--- config.mk ---
export PLATFORM = sky130hd
export DESIGN_NAME = arm64_instruction_decoder_top
export DESIGN_NICKNAME = d
export VERILOG_FILES = /design/src/hw/rtl/a64dec_pkg.sv /design/src/hw/rtl/a64dec_decode.sv /design/src/hw/rtl/arm64_instruction_decoder_top.sv
export SDC_FILE = /design/constraint.sdc
export NUM_CORES = 1
export LEC_CHECK = 0
export BUFFER_PORTS_ARGS = -buffer_cell sky130_fd_sc_hd__buf_2
export CELL_PAD_IN_SITES_DETAIL_PLACEMENT = 2
export CELL_PAD_IN_SITES_GLOBAL_PLACEMENT = 2
export CORE_MARGIN = 2
export CORE_UTILIZATION = 37
export DETAILED_ROUTE_END_ITERATION = 7
export HOLD_SLACK_MARGIN = 0.08
export PLACE_DENSITY = 0.82
export SKIP_LAST_GASP = 1
export SYNTH_ARGS = -nofsm -noshare
export SYNTH_HDL_FRONTEND = slang
export SYNTH_SLANG_ARGS = --single-unit
--- constraint.sdc ---
create_clock -name aclk -period 13.1 [get_ports aclk]
set_input_delay 1.965 -clock aclk [delete_from_list [all_inputs] [get_ports aclk]]
set_output_delay 1.965 -clock aclk [all_outputs]
set_load 0.02 [all_outputs]
--- src/hw/rtl/a64dec_pkg.sv ---
// ============================================================================
// a64dec_pkg: shared types and encodings for the AArch64 subset decoder
// Holds the mnemonic class codes, addressing modes, match masks and the
// decoded result record passed from the decode logic to the top level.
// ============================================================================
package a64dec_pkg;

    typedef enum logic [5:0] {
        OP_ADR    = 6'd0,
        OP_ADRP   = 6'd1,
        OP_B      = 6'd2,
        OP_BL     = 6'd3,
        OP_BCOND  = 6'd4,
        OP_CBZ    = 6'd5,
        OP_CBNZ   = 6'd6,
        OP_TBZ    = 6'd7,
        OP_TBNZ   = 6'd8,
        OP_RET    = 6'd9,
        OP_BR     = 6'd10,
        OP_BLR    = 6'd11,
        OP_ADD    = 6'd12,
        OP_SUB    = 6'd13,
        OP_AND    = 6'd14,
        OP_ORR    = 6'd15,
        OP_EOR    = 6'd16,
        OP_CSEL   = 6'd17,
        OP_CSINV  = 6'd18,
        OP_MOVN   = 6'd19,
        OP_MOVZ   = 6'd20,
        OP_MOVK   = 6'd21,
        OP_STUR   = 6'd22,
        OP_LDUR   = 6'd23,
        OP_STR    = 6'd24,
        OP_LDR    = 6'd25,
        OP_STP    = 6'd26,
        OP_LDP    = 6'd27,
        OP_MUL    = 6'd28,
        OP_UDIV   = 6'd29,
        OP_SDIV   = 6'd30,
        OP_NOP    = 6'd31,
        OP_SVC    = 6'd32,
        OP_BRK    = 6'd33,
        OP_WFE    = 6'd34,
        OP_WFI    = 6'd35,
        OP_DMB    = 6'd36,
        OP_DSB    = 6'd37,
        OP_ISB    = 6'd38,
        OP_OPAQUE = 6'd39
    } op_class_t;

    typedef enum logic [1:0] {
        AM_NONE   = 2'd0,
        AM_OFFSET = 2'd1,
        AM_PRE    = 2'd2,
        AM_POST   = 2'd3
    } addr_mode_t;

    // Index field codes of the unscaled and pair load/store forms
    localparam logic [1:0] IX_POST = 2'b01;
    localparam logic [1:0] IX_PRE  = 2'b11;

    // Logical and move-wide opc codes
    localparam logic [1:0] OPC_0 = 2'd0;
    localparam logic [1:0] OPC_1 = 2'd1;
    localparam logic [1:0] OPC_2 = 2'd2;

    // Encoding masks and match values, in priority order
    localparam logic [31:0] MSK_ADR    = 32'h1F00_0000;
    localparam logic [31:0] VAL_ADR    = 32'h1000_0000;
    localparam logic [31:0] MSK_B      = 32'h7C00_0000;
    localparam logic [31:0] VAL_B      = 32'h1400_0000;
    localparam logic [31:0] MSK_BCOND  = 32'hFF00_0010;
    localparam logic [31:0] VAL_BCOND  = 32'h5400_0000;
    localparam logic [31:0] MSK_CB     = 32'h7E00_0000;
    localparam logic [31:0] VAL_CB     = 32'h3400_0000;
    localparam logic [31:0] VAL_TB     = 32'h3600_0000;
    localparam logic [31:0] MSK_BRREG  = 32'hFFFF_FC1F;
    localparam logic [31:0] VAL_RET    = 32'hD65F_0000;
    localparam logic [31:0] VAL_BR     = 32'hD61F_0000;
    localparam logic [31:0] VAL_BLR    = 32'hD63F_0000;
    localparam logic [31:0] VAL_ADDI   = 32'h1100_0000;
    localparam logic [31:0] MSK_ALUREG = 32'h1F20_0000;
    localparam logic [31:0] VAL_ADDR   = 32'h0B00_0000;
    localparam logic [31:0] VAL_LOGIC  = 32'h0A00_0000;
    localparam logic [31:0] MSK_CSEL   = 32'h1FE0_0000;
    localparam logic [31:0] VAL_CSEL   = 32'h1A80_0000;
    localparam logic [31:0] MSK_MOVW   = 32'h1F80_0000;
    localparam logic [31:0] VAL_MOVW   = 32'h1280_0000;
    localparam logic [31:0] MSK_LDUR   = 32'h3B20_0000;
    localparam logic [31:0] VAL_LDUR   = 32'h3800_0000;
    localparam logic [31:0] MSK_LDR    = 32'h3B00_0000;
    localparam logic [31:0] VAL_LDR    = 32'h3900_0000;
    localparam logic [31:0] MSK_LDP    = 32'h3A00_0000;
    localparam logic [31:0] VAL_LDP    = 32'h2800_0000;
    localparam logic [31:0] MSK_MULDIV = 32'hFFE0_FC00;
    localparam logic [31:0] VAL_MUL    = 32'h9B00_7C00;
    localparam logic [31:0] VAL_SDIV   = 32'h9AC0_0C00;
    localparam logic [31:0] VAL_UDIV   = 32'h9AC0_0800;
    localparam logic [31:0] WORD_WFE   = 32'hD503_205F;
    localparam logic [31:0] WORD_WFI   = 32'hD503_207F;
    localparam logic [31:0] VAL_HINT   = 32'hD503_201F;
    localparam logic [31:0] MSK_EXC    = 32'hFFE0_001F;
    localparam logic [31:0] VAL_SVC    = 32'hD400_0001;
    localparam logic [31:0] VAL_BRK    = 32'hD420_0000;
    localparam logic [31:0] WORD_DMB   = 32'hD503_3BBF;
    localparam logic [31:0] WORD_DSB   = 32'hD503_3F9F;
    localparam logic [31:0] WORD_ISB   = 32'hD503_3FDF;

    typedef struct packed {
        op_class_t          op_class;
        logic [4:0]         dest_reg;
        logic [4:0]         base_reg;
        logic [4:0]         second_reg;
        logic [3:0]         operand_bytes;
        logic [3:0]         cond_code;
        logic [63:0]        imm_value;
        logic               target_valid;
        logic [63:0]        target_addr;
        logic signed [15:0] mem_disp;
        addr_mode_t         addr_mode;
        logic               reencodable;
    } dec_result_t;

endpackage

--- src/hw/rtl/a64dec_decode.sv ---
// ============================================================================
// a64dec_decode: single-word AArch64 subset decode
// Matches one instruction word against the ordered encoding list, extracts
// the fields and forms the PC-relative target with one 64-bit adder.
// ============================================================================
module a64dec_decode
    import a64dec_pkg::*;
(
    input  logic [31:0]  instr_word,
    input  logic [63:0]  pc_address,
    output dec_result_t  result
);

    logic        sf;
    logic [3:0]  reg_bytes;
    logic [63:0] tgt_base;
    logic [63:0] tgt_off;
    logic [15:0] uimm16;

    assign sf        = instr_word[31];
    assign reg_bytes = sf ? 4'd8 : 4'd4;
    assign uimm16    = instr_word[20:5];

    always_comb begin
        result               = '0;
        result.op_class      = OP_OPAQUE;
        result.dest_reg      = instr_word[4:0];
        result.base_reg      = instr_word[9:5];
        result.second_reg    = instr_word[20:16];
        result.operand_bytes = 4'd4;
        result.addr_mode     = AM_NONE;
        tgt_base             = '0;
        tgt_off              = '0;

        if ((instr_word & MSK_ADR) == VAL_ADR) begin
            result.operand_bytes = 4'd8;
            result.target_valid  = 1'b1;
            if (sf) begin
                // adrp: page base plus page offset
                result.op_class = OP_ADRP;
                tgt_base = {pc_address[63:12], 12'h000};
                tgt_off  = {{31{instr_word[23]}}, instr_word[23:5],
                            instr_word[30:29], 12'h000};
            end else begin
                result.op_class = OP_ADR;
                tgt_base = pc_address;
                tgt_off  = {{43{instr_word[23]}}, instr_word[23:5], instr_word[30:29]};
            end
        end else if ((instr_word & MSK_B) == VAL_B) begin
            result.op_class     = sf ? OP_BL : OP_B;
            result.target_valid = 1'b1;
            tgt_base = pc_address;
            tgt_off  = {{36{instr_word[25]}}, instr_word[25:0], 2'b00};
        end else if ((instr_word & MSK_BCOND) == VAL_BCOND) begin
            result.op_class     = OP_BCOND;
            result.cond_code    = instr_word[3:0];
            result.target_valid = 1'b1;
            tgt_base = pc_address;
            tgt_off  = {{43{instr_word[23]}}, instr_word[23:5], 2'b00};
        end else if ((instr_word & MSK_CB) == VAL_CB) begin
            result.op_class      = instr_word[24] ? OP_CBNZ : OP_CBZ;
            result.operand_bytes = reg_bytes;
            result.target_valid  = 1'b1;
            tgt_base = pc_address;
            tgt_off  = {{43{instr_word[23]}}, instr_word[23:5], 2'b00};
        end else if ((instr_word & MSK_CB) == VAL_TB) begin
            result.op_class      = instr_word[24] ? OP_TBNZ : OP_TBZ;
            result.operand_bytes = reg_bytes;
            result.imm_value     = {58'd0, sf, instr_word[23:19]};
            result.target_valid  = 1'b1;
            tgt_base = pc_address;
            tgt_off  = {{48{instr_word[18]}}, instr_word[18:5], 2'b00};
        end else if ((instr_word & MSK_BRREG) == VAL_RET) begin
            result.op_class      = OP_RET;
            result.operand_bytes = 4'd8;
        end else if ((instr_word & MSK_BRREG) == VAL_BR) begin
            result.op_class      = OP_BR;
            result.operand_bytes = 4'd8;
        end else if ((instr_word & MSK_BRREG) == VAL_BLR) begin
            result.op_class      = OP_BLR;
            result.operand_bytes = 4'd8;
        end else if ((instr_word & MSK_ADR) == VAL_ADDI) begin
            result.op_class      = instr_word[30] ? OP_SUB : OP_ADD;
            result.operand_bytes = reg_bytes;
            result.imm_value     = {52'd0, instr_word[21:10]};
        end else if ((instr_word & MSK_ALUREG) == VAL_ADDR) begin
            result.op_class      = instr_word[30] ? OP_SUB : OP_ADD;
            result.operand_bytes = reg_bytes;
        end else if ((instr_word & MSK_ALUREG) == VAL_LOGIC) begin
            case (instr_word[30:29])
                OPC_1:   result.op_class = OP_ORR;
                OPC_2:   result.op_class = OP_EOR;
                default: result.op_class = OP_AND;
            endcase
            result.operand_bytes = reg_bytes;
        end else if ((instr_word & MSK_CSEL) == VAL_CSEL) begin
            result.op_class      = instr_word[30] ? OP_CSINV : OP_CSEL;
            result.operand_bytes = reg_bytes;
            result.cond_code     = instr_word[15:12];
        end else if ((instr_word & MSK_MOVW) == VAL_MOVW && instr_word[30:29] != OPC_1) begin
            case (instr_word[30:29])
                OPC_0:   result.op_class = OP_MOVN;
                OPC_2:   result.op_class = OP_MOVZ;
                default: result.op_class = OP_MOVK;
            endcase
            result.operand_bytes = reg_bytes;
            case (instr_word[22:21])
                2'd0:    result.imm_value = {48'd0, uimm16};
                2'd1:    result.imm_value = {32'd0, uimm16, 16'd0};
                2'd2:    result.imm_value = {16'd0, uimm16, 32'd0};
                default: result.imm_value = {uimm16, 48'd0};
            endcase
        end else if ((instr_word & MSK_LDUR) == VAL_LDUR) begin
            result.op_class      = instr_word[22] ? OP_LDUR : OP_STUR;
            result.operand_bytes = 4'd1 << instr_word[31:30];
            result.mem_disp      = {{7{instr_word[20]}}, instr_word[20:12]};
            case (instr_word[11:10])
                IX_POST: result.addr_mode = AM_POST;
                IX_PRE:  result.addr_mode = AM_PRE;
                default: result.addr_mode = AM_OFFSET;
            endcase
        end else if ((instr_word & MSK_LDR) == VAL_LDR) begin
            result.op_class      = instr_word[22] ? OP_LDR : OP_STR;
            result.operand_bytes = 4'd1 << instr_word[31:30];
            result.mem_disp      = {4'd0, instr_word[21:10]} << instr_word[31:30];
            result.addr_mode     = AM_OFFSET;
        end else if ((instr_word & MSK_LDP) == VAL_LDP) begin
            result.op_class      = instr_word[22] ? OP_LDP : OP_STP;
            result.operand_bytes = reg_bytes;
            result.second_reg    = instr_word[14:10];
            // scale the pair offset by the register width
            result.mem_disp      = {{9{instr_word[21]}}, instr_word[21:15]}
                                   << (sf ? 2'd3 : 2'd2);
            case (instr_word[24:23])
                IX_POST: result.addr_mode = AM_POST;
                IX_PRE:  result.addr_mode = AM_PRE;
                default: result.addr_mode = AM_OFFSET;
            endcase
        end else if ((instr_word & MSK_MULDIV) == VAL_MUL) begin
            result.op_class      = OP_MUL;
            result.operand_bytes = reg_bytes;
        end else if ((instr_word & MSK_MULDIV) == VAL_SDIV) begin
            result.op_class      = OP_SDIV;
            result.operand_bytes = reg_bytes;
        end else if ((instr_word & MSK_MULDIV) == VAL_UDIV) begin
            result.op_class      = OP_UDIV;
            result.operand_bytes = reg_bytes;
        end else if (instr_word == WORD_WFE) begin
            result.op_class = OP_WFE;
        end else if (instr_word == WORD_WFI) begin
            result.op_class = OP_WFI;
        end else if ((instr_word & MSK_BRREG) == VAL_HINT) begin
            result.op_class = OP_NOP;
        end else if ((instr_word & MSK_EXC) == VAL_SVC) begin
            result.op_class  = OP_SVC;
            result.imm_value = {48'd0, uimm16};
        end else if ((instr_word & MSK_EXC) == VAL_BRK) begin
            result.op_class  = OP_BRK;
            result.imm_value = {48'd0, uimm16};
        end else if (instr_word == WORD_DMB) begin
            result.op_class = OP_DMB;
        end else if (instr_word == WORD_DSB) begin
            result.op_class = OP_DSB;
        end else if (instr_word == WORD_ISB) begin
            result.op_class = OP_ISB;
        end

        result.target_addr = tgt_base + tgt_off;
        result.reencodable = (result.op_class != OP_OPAQUE);
    end

endmodule

--- src/hw/rtl/arm64_instruction_decoder_top.sv ---
// ============================================================================
// arm64_instruction_decoder_top: AArch64 subset instruction decoder
// Decodes one instruction word per cycle, unless m_ready stalls, into class,
// register fields, immediates, PC-relative target and load/store addressing.
// ============================================================================
//
//  Channel  Direction  Handshake           Payload
//  -------  ---------  ------------------  -----------------------------------
//  s_       in         s_valid / s_ready   s_instr_word, s_pc_address
//  m_       out        m_valid / m_ready   m_op_class ... m_reencodable
//
//  - A request is captured in the input register at its accepting edge and
//    decoded into the result register once the result stage can advance;
//    m_valid rises when the result register is loaded.
//  - One request per cycle while m_ready is high; the only logic between the
//    two registers is mask match, field muxing and one 64-bit target adder.
//  - aresetn (synchronous, active low) clears both valid flags only.
//  - When m_ready is low the result register holds; the input register still
//    takes one more request if it is empty, so s_ready drops only when both
//    stages are full.
//
module arm64_instruction_decoder_top
    import a64dec_pkg::*;
(
    input  logic               aclk,
    input  logic               aresetn,

    input  logic               s_valid,
    output logic               s_ready,
    input  logic [31:0]        s_instr_word,
    input  logic [63:0]        s_pc_address,

    output logic               m_valid,
    input  logic               m_ready,
    output logic [5:0]         m_op_class,
    output logic [4:0]         m_dest_reg,
    output logic [4:0]         m_base_reg,
    output logic [4:0]         m_second_reg,
    output logic [3:0]         m_operand_bytes,
    output logic [3:0]         m_cond_code,
    output logic [63:0]        m_imm_value,
    output logic               m_target_valid,
    output logic [63:0]        m_target_addr,
    output logic signed [15:0] m_mem_disp,
    output logic [1:0]         m_addr_mode,
    output logic               m_reencodable
);

    // Input stage
    logic        in_valid_reg;
    logic        in_valid_next;
    logic [31:0] word_reg;
    logic [63:0] pc_reg;

    // Result stage
    logic        out_valid_reg;
    logic        out_valid_next;
    dec_result_t res_reg;
    dec_result_t dec_result;

    logic advance;
    logic s_fire;

    // Move the result stage when it is empty or being drained
    assign advance = !out_valid_reg || m_ready;
    assign s_ready = !in_valid_reg || advance;
    assign s_fire  = s_valid && s_ready;

    a64dec_decode u_decode (
        .instr_word (word_reg),
        .pc_address (pc_reg),
        .result     (dec_result)
    );

    always_comb begin
        in_valid_next  = s_ready ? s_valid : in_valid_reg;
        out_valid_next = advance ? in_valid_reg : out_valid_reg;
    end

    // Control flags
    always_ff @(posedge aclk) begin
        if (!aresetn) begin
            in_valid_reg  <= 1'b0;
            out_valid_reg <= 1'b0;
        end else begin
            in_valid_reg  <= in_valid_next;
            out_valid_reg <= out_valid_next;
        end
    end

    // Payload: capture on accept, hold otherwise
    always_ff @(posedge aclk) begin
        if (s_fire) begin
            word_reg <= s_instr_word;
            pc_reg   <= s_pc_address;
        end
        if (advance && in_valid_reg) begin
            res_reg <= dec_result;
        end
    end

    assign m_valid         = out_valid_reg;
    assign m_op_class      = res_reg.op_class;
    assign m_dest_reg      = res_reg.dest_reg;
    assign m_base_reg      = res_reg.base_reg;
    assign m_second_reg    = res_reg.second_reg;
    assign m_operand_bytes = res_reg.operand_bytes;
    assign m_cond_code     = res_reg.cond_code;
    assign m_imm_value     = res_reg.imm_value;
    assign m_target_valid  = res_reg.target_valid;
    assign m_target_addr   = res_reg.target_addr;
    assign m_mem_disp      = res_reg.mem_disp;
    assign m_addr_mode     = res_reg.addr_mode;
    assign m_reencodable   = res_reg.reencodable;

    // A filled input stage reaches the output once the result stage frees up
    a_stage_moves: assert property (@(posedge aclk) disable iff (!aresetn)
        in_valid_reg && advance |=> m_valid)
        else $error("decoded request did not reach the result stage");

    // Only the opaque class is flagged as not re-encodable
    a_reenc: assert property (@(posedge aclk) disable iff (!aresetn)
        m_valid |-> (m_reencodable == (res_reg.op_class != OP_OPAQUE)))
        else $error("reencodable flag disagrees with class");

    // Targets come only from the PC-relative classes
    a_target_class: assert property (@(posedge aclk) disable iff (!aresetn)
        m_valid && m_target_valid |-> (res_reg.op_class <= OP_TBNZ))
        else $error("target flagged for a non PC-relative class");

    // Memory addressing only on load/store classes
    a_mem_class: assert property (@(posedge aclk) disable iff (!aresetn)
        m_valid && (res_reg.addr_mode != AM_NONE)
            |-> (res_reg.op_class >= OP_STUR && res_reg.op_class <= OP_LDP))
        else $error("addressing mode set on a non-memory class");

    // Access width is always a single power of two
    a_bytes_pow2: assert property (@(posedge aclk) disable iff (!aresetn)
        m_valid |-> $onehot(m_operand_bytes))
        else $error("operand width is not 1, 2, 4 or 8 bytes");

endmodule

==> flow_metrics.env, run 1 <==
export IMPL_via_count=12200
export IMPL_cts_root_buffer="clkbuf_16"
export IMPL_cts_repair_resized=0
export IMPL_synthCells=1311
export IMPL_synth_distinct_cells=85
export IMPL_finalWirelength_mm=55.5
export IMPL_synth_edf_count=273
export IMPL_track_usage_pct=25.7
export IMPL_p_sw_uw=548
export IMPL_synthFlopType="edfxtp_1"
export IMPL_cp_required_ps=13420
export IMPL_numPortBuffers=278
export IMPL_synth_nets=1475
export IMPL_p_leak_nw=7.48
export IMPL_layout_common_cells="278 x buf_2, 273 x edfxtp_1, 107 x and2_1, 94 x a21oi_1, 91 x nand2_1"
export IMPL_grt_max_degree=79
export IMPL_holdCritStartpoint="in_valid_reg$_SDFFE_PN0N_"
export IMPL_gp_congestion=0.878
export IMPL_chipHeight_um=206
export IMPL_holdPathEnd="m_valid$_SDFFE_PN0P_"
export IMPL_clkPwrFrac_pct=39.0
export IMPL_fmax_mhz=157
export IMPL_die_w_um=206
export IMPL_dr_pass1_iters=5
export IMPL_final_antenna_net_count=0
export IMPL_synthToLayoutAreaGrowth_pct=19.1
export IMPL_crit_type="reg2reg"
export IMPL_grt_pass1_vias=13200
export IMPL_path_max_fanout=34
export IMPL_netSwitchingFraction_pct=25.9
export IMPL_setup_viol=0
export IMPL_cts_setup_buffers=0
export IMPL_ys_seq_area_share_pct=54.6
export IMPL_r2r_slack_ps=6740
export IMPL_syn_area_per_cell_um2=11.5
export IMPL_maxSlewViolCount=0
export IMPL_fin_crit_sh_pct=48.5
export IMPL_rsz0062_at_grt="false"
export IMPL_pwr_share_comb_pct=10.9
export IMPL_core_area_um2=40000
export IMPL_finalHoldViolations=0
export IMPL_status="finished, final reports clean"
export IMPL_avgViaCountPerCell=5.78
export IMPL_cp_start_kind="flip-flop"
export IMPL_rows=73
export IMPL_cts_tree="done"
export IMPL_grt_ovfl_total=0
export IMPL_arrival_ps=6680
export IMPL_fin_worst_skew_ps=18.3
export IMPL_grt_pass1_wl_mm=82.3
export IMPL_rr_startpoint="word_reg[27]$_DFFE_PP_"
export IMPL_start_util_pct=37.7
export IMPL_min_path_cells=1
export IMPL_postLayoutCellArea_um2=18000
export IMPL_p_int_mw=1.57
export IMPL_slew_headroom_pct=20.0
export IMPL_htree_levels=1
export IMPL_holdWs_ps=574
export IMPL_drc=0
export IMPL_seqPwrFrac_pct=50.1
export IMPL_ys_warn_count=0
export IMPL_final_common_cell="buf_2"
export IMPL_tns_ps=0
export IMPL_netlist_area_um2=15100
export IMPL_num_io_pins=279
export IMPL_maxCapViolations=0
export IMPL_clk_path_buf_depth=3
export IMPL_clock_latency_ps=580
export IMPL_crit_path_end_kind="flip-flop"
export IMPL_path_clk_slew_ps=60
export IMPL_cts_buffers_inserted=30
export IMPL_clock_sinks=275
export IMPL_synth_async_reset_ratio_pct=0
export IMPL_rr_worst_depth=16
export IMPL_drive_gt1_share_pct=24.4
export IMPL_hp_class="reg2reg"
export IMPL_worst_slew_pin_slew_ps=1190
export IMPL_nNetsFinal=1730
export IMPL_r2r_end="m_target_addr[61]$_DFFE_PP_"
export IMPL_cts_hold_buf=0
export IMPL_wl_per_cell_um=26.2
export IMPL_ys_ff_latch=275
export IMPL_ir_worst_vdd_mv=0.0830
export IMPL_antenna_found_initial=2
export IMPL_p_per_area_nw_per_um2=118
export IMPL_placed_area_um2=17000
export IMPL_drt_iter0_drc=926
export IMPL_power_total_mw=2.12
export IMPL_post_route_min_period_ps=6360
export IMPL_hpwlAfterDp_mm=40.0
export IMPL_die_area_um2=42400
critical path, cell delays in order, from the launching register on:
cell and delay [ps]:
edfxtp_1 610, nand3b_1 350, nor2_1 110, buf_4 230
nor2_1 540, nand2_1 830, and3_1 500, ha_1 300
a21o_1 150, nand4_1 200, a2111oi_1 1100, o311ai_1 270
nand4_1 250, a31oi_2 200, o221ai_1 190, a21oi_1 110
xnor2_1 130
worst max-delay path by stage:
stage / depth (start not counted) / end / startpoint / slack [ps]
global placement: 16 / m_target_addr[61]$_DFFE_PP_ / word_reg[27]$_DFFE_PP_ / 6980
global route: 17 / m_target_addr[58]$_DFFE_PP_ / word_reg[30]$_DFFE_PP_ / 6530
detailed placement: 17 / m_target_addr[61]$_DFFE_PP_ / word_reg[30]$_DFFE_PP_ / 6970
floorplan: 2 / m_addr_mode[0]$_SDFFCE_PP0P_ / m_ready / 2500
CTS: 17 / m_target_addr[61]$_DFFE_PP_ / word_reg[30]$_DFFE_PP_ / 6900
finish: 16 / m_target_addr[61]$_DFFE_PP_ / word_reg[27]$_DFFE_PP_ / 6740
per-layer routing:
| layer | part of all wire, % | wire length, um | vias to the layer above | track usage [%] |
|---|---|---|---|---|
| met5 | 0 | 0 | - | 0 |
| met3 | 5.0 | 2780 | 133 | 3.26 |
| li1 | - | - | 5505 | - |
| met4 | 4.3 | 2410 | 0 | 11.6 |
| met2 | 50 | 27600 | 460 | 44.7 |
| met1 | 41 | 22700 | 6140 | 31.8 |
area by class of cell:
cell class                      instances  area (um^2)
Inverter                               35          131
Multi-Input combinational cell        925         6430
Clock inverter                         17          138
Sequential cell                       275         8240
Clock buffer                           39          806
Tap cell                              525          657
Fill cell                            4188        22000
Antenna cell                            2         5.00
Timing Repair Buffer                  299         1550
cells by family after synthesis:
family / Yosys count / synth area share [%]
AO/OA/AOI/OAI: 346 / 16.2
buffers and inverters: 111 / 2.87
XOR/XNOR: 62 / 3.60
flip-flops: 275 / 54.6
AND/OR/NAND/NOR: 432 / 15.8
multiplexers: 21 / 1.53
adder cells (fa/ha/maj): 64 / 5.36
metrics by stage:
stage | cells | util, % | setup slack [ps]
floorplan | 1311 | - | 2500
global placement | 2059 | 42.5 | 6980
detailed placement | 2059 | 42.5 | 6970
CTS | 2115 | 44.9 | 6900
global route | 2117 | 44.9 | 6530
finish | 2117 | 44.9 | 6740
synth_stat cells (all sizes together), types with 3 or more instances:
cell	number	share of area, %
nand4	19	0.79
a21o	48	2.4
a31oi	13	0.68
mux2	13	1.0
nor2b	14	0.58
nor2	56	1.4
edfxtp	273	54
o311ai	4	0.23
clkbuf	63	1.6
nor4bb	3	0.20
o21ai	51	1.8
nand2	91	2.3
and3	28	1.2
a222oi	10	0.66
nand2b	12	0.50
a221oi	3	0.17
a2111o	5	0.37
ha	63	5.2
nor4	18	0.97
o21a	11	0.55
nor3	24	0.80
nand4b	4	0.23
xor2	20	1.2
inv	34	0.85
or3	9	0.37
a21oi	99	3.5
and2	109	4.5
o21bai	8	0.40
a211oi	10	0.50
and4	7	0.41
o22ai	10	0.41
nand3	22	0.73
o211ai	5	0.25
o31ai	9	0.66
a22oi	6	0.30
a22o	19	1.1
a211o	6	0.35
o221ai	3	0.17
mux2i	8	0.53
buf	13	0.42
xnor2	42	2.4
a221o	7	0.46
or4	5	0.25
power by group through the flow:
stage	Clock (mW)	Sequential [mW]	Combinational [mW]
floorplan	0	1.10	0.103
global placement	0	1.07	0.220
detailed placement	0	1.08	0.228
CTS	0.843	1.06	0.231
global route	0.871	1.06	0.247
finish	0.826	1.06	0.231
No activity file was read; power rests on OpenSTA's default activity.
==> run 2, diff against run 1 <==
==> constraint.sdc (replaced) <==
create_clock -name aclk -period 6.55 [get_ports aclk]
set_input_delay 0.9825 -clock aclk [delete_from_list [all_inputs] [get_ports aclk]]
set_output_delay 0.9825 -clock aclk [all_outputs]
set_load 0.02 [all_outputs]
==> flow_metrics.env, run 2 (synthesis results as in run 1) <==
export IMPL_status="finished, final reports clean"
export IMPL_layout_common_cells="278 x buf_2, 273 x edfxtp_1, 107 x and2_1, 94 x a21oi_1, 91 x nand2_1"
export IMPL_path_clk_slew_ps=60
export IMPL_cts_tree="done"
export IMPL_final_antenna_net_count=0
export IMPL_fin_crit_sh_pct=89.9
export IMPL_cp_top_family="simple AND/OR/NAND/NOR gates"
export IMPL_grt_pass1_wl_mm=81.7
export IMPL_via_count=12200
export IMPL_arrival_ps=6210
export IMPL_cp_num_buf_inv=0
export IMPL_tns_ps=0
export IMPL_clock_latency_ps=590
export IMPL_path_max_fanout=26
export IMPL_path_cells="or4b_4, nor4_4, nor2_1, nand2_1, and3_1, ha_1, fa_1, a21oi_1, or3_1, a21oi_2, o2111ai_1, a21oi_4, a31oi_4, o31ai_2, a41oi_1, xnor2_1"
export IMPL_post_route_min_period_ps=5890
export IMPL_grt_max_degree=72
export IMPL_p_per_area_nw_per_um2=233
export IMPL_maxSlewViolCount=0
export IMPL_hpwlAfterDp_mm=40.4
export IMPL_cts_repair_resized=0
export IMPL_core_area_um2=40000
export IMPL_cp_slowest_stage_delay_ps=740
export IMPL_numPortBuffers=278
export IMPL_grt_pass1_vias=13100
export IMPL_clk_path_buf_depth=3
export IMPL_fill_cells=4169
export IMPL_wl_per_cell_um=25.9
export IMPL_crit_type="reg2reg"
export IMPL_start_util_pct=37.7
export IMPL_hp_class="reg2reg"
export IMPL_gp_congestion=0.912
export IMPL_setup_viol=0
export IMPL_die_area_um2=42400
export IMPL_synthToLayoutAreaGrowth_pct=19.5
export IMPL_finalHoldViolations=0
export IMPL_cts_root_buffer="clkbuf_16"
export IMPL_crit_path_end_kind="flip-flop"
export IMPL_finalWirelength_mm=55.1
export IMPL_cp_start_kind="flip-flop"
export IMPL_die_w_um=206
export IMPL_seqCellArea_um2=8240
export IMPL_critPathSlowestCell="nand2_1"
export IMPL_avgViaCountPerCell=5.72
export IMPL_cp_required_ps=6880
export IMPL_p_leak_nw=7.53
export IMPL_clock_sinks=275
export IMPL_drive_gt1_share_pct=24.7
export IMPL_slew_headroom_pct=20.5
export IMPL_htree_levels=1
export IMPL_chipHeight_um=206
export IMPL_ir_worst_vdd_mv=0.185
export IMPL_power_total_mw=4.20
export IMPL_multi_input_area_um2=6430
export IMPL_nNetsFinal=1743
export IMPL_worst_slew_pin_slew_ps=1190
export IMPL_rsz0062_at_grt="false"
export IMPL_final_common_cell="buf_2"
export IMPL_drc=0
export IMPL_track_usage_pct=25.6
export IMPL_maxCapViolations=0
export IMPL_fin_worst_skew_ps=14.5
export IMPL_rows=73
export IMPL_num_io_pins=279
export IMPL_fmax_mhz=170
export IMPL_drt_iter0_drc=790
export IMPL_grt_ovfl_total=0
export IMPL_cts_hold_buf=0
export IMPL_cts_setup_buffers=0
export IMPL_antenna_found_initial=2
export IMPL_cts_buffers_inserted=31
export IMPL_dr_pass1_iters=5
## run 2: cell types whose count changed in the layout (fill, tap and decap cells not counted)
cell             change
clkinvlp_4           -3
clkinv_1             -1
inv_6                +1
buf_4               +11
clkinv_2             -4
clkbuf_1             +6
clkdlybuf4s18_2      +1
bufinv_16            -1
clkinv_4             +2
## run 2: stage by stage
step | util, % | instance area, um^2 | setup WS (ps) | hold slack [ps] | cells
floorplan | - | 15100 | 427 | 424 | 1311
global placement | 42.7 | 17100 | 724 | 508 | 2070
detailed placement | 42.7 | 17100 | 763 | 517 | 2071
CTS | 45.0 | 18000 | 750 | 538 | 2127
global route | 45.0 | 18000 | 344 | 539 | 2129
finish | 45.0 | 18000 | 664 | 531 | 2129
## run 2: worst paths after layout
check / from / to / slack, ps / depth (start not counted)
max: word_reg[29]$_DFFE_PP_ / m_target_addr[60]$_DFFE_PP_ / 660 / 16
min: in_valid_reg$_SDFFE_PN0N_ / m_valid$_SDFFE_PN0P_ / 530 / 1
max reg2reg: word_reg[29]$_DFFE_PP_ / m_target_addr[60]$_DFFE_PP_ / 660 / 16
min reg2reg: in_valid_reg$_SDFFE_PN0N_ / m_valid$_SDFFE_PN0P_ / 530 / 1
## run 2: final cells by class
| type | count | area share [%] |
|---|---|---|
| sequential | 275 | 45.7 |
| multi-input combinational | 925 | 35.7 |
| timing repair buffer | 311 | 9.11 |
| clock buffer | 45 | 4.60 |
| tap | 525 | 3.65 |
| inverter | 35 | 0.729 |
| clock inverter | 11 | 0.486 |
| antenna | 2 | 0.0278 |
## run 2: power breakdown
part / leakage, nW / total [mW] / switching [mW] / internal, mW
logic: 4.53 / 0.472 / 0.324 / 0.148
clock network: 0.446 / 1.62 / 0.712 / 0.911
registers: 2.55 / 2.11 / 0.0617 / 2.05
total: 7.53 / 4.20 / 1.10 / 3.11
## run 2: per-layer routing
metal	wire length [um]	vias up	share of wire, %	track usage [%]
met5	0	-	0	0
met4	1850	0	3.4	9.41
met3	2840	108	5.2	3.91
met2	27600	408	50	44.3
met1	22900	6148	41	32.5
li1	-	5514	-	-
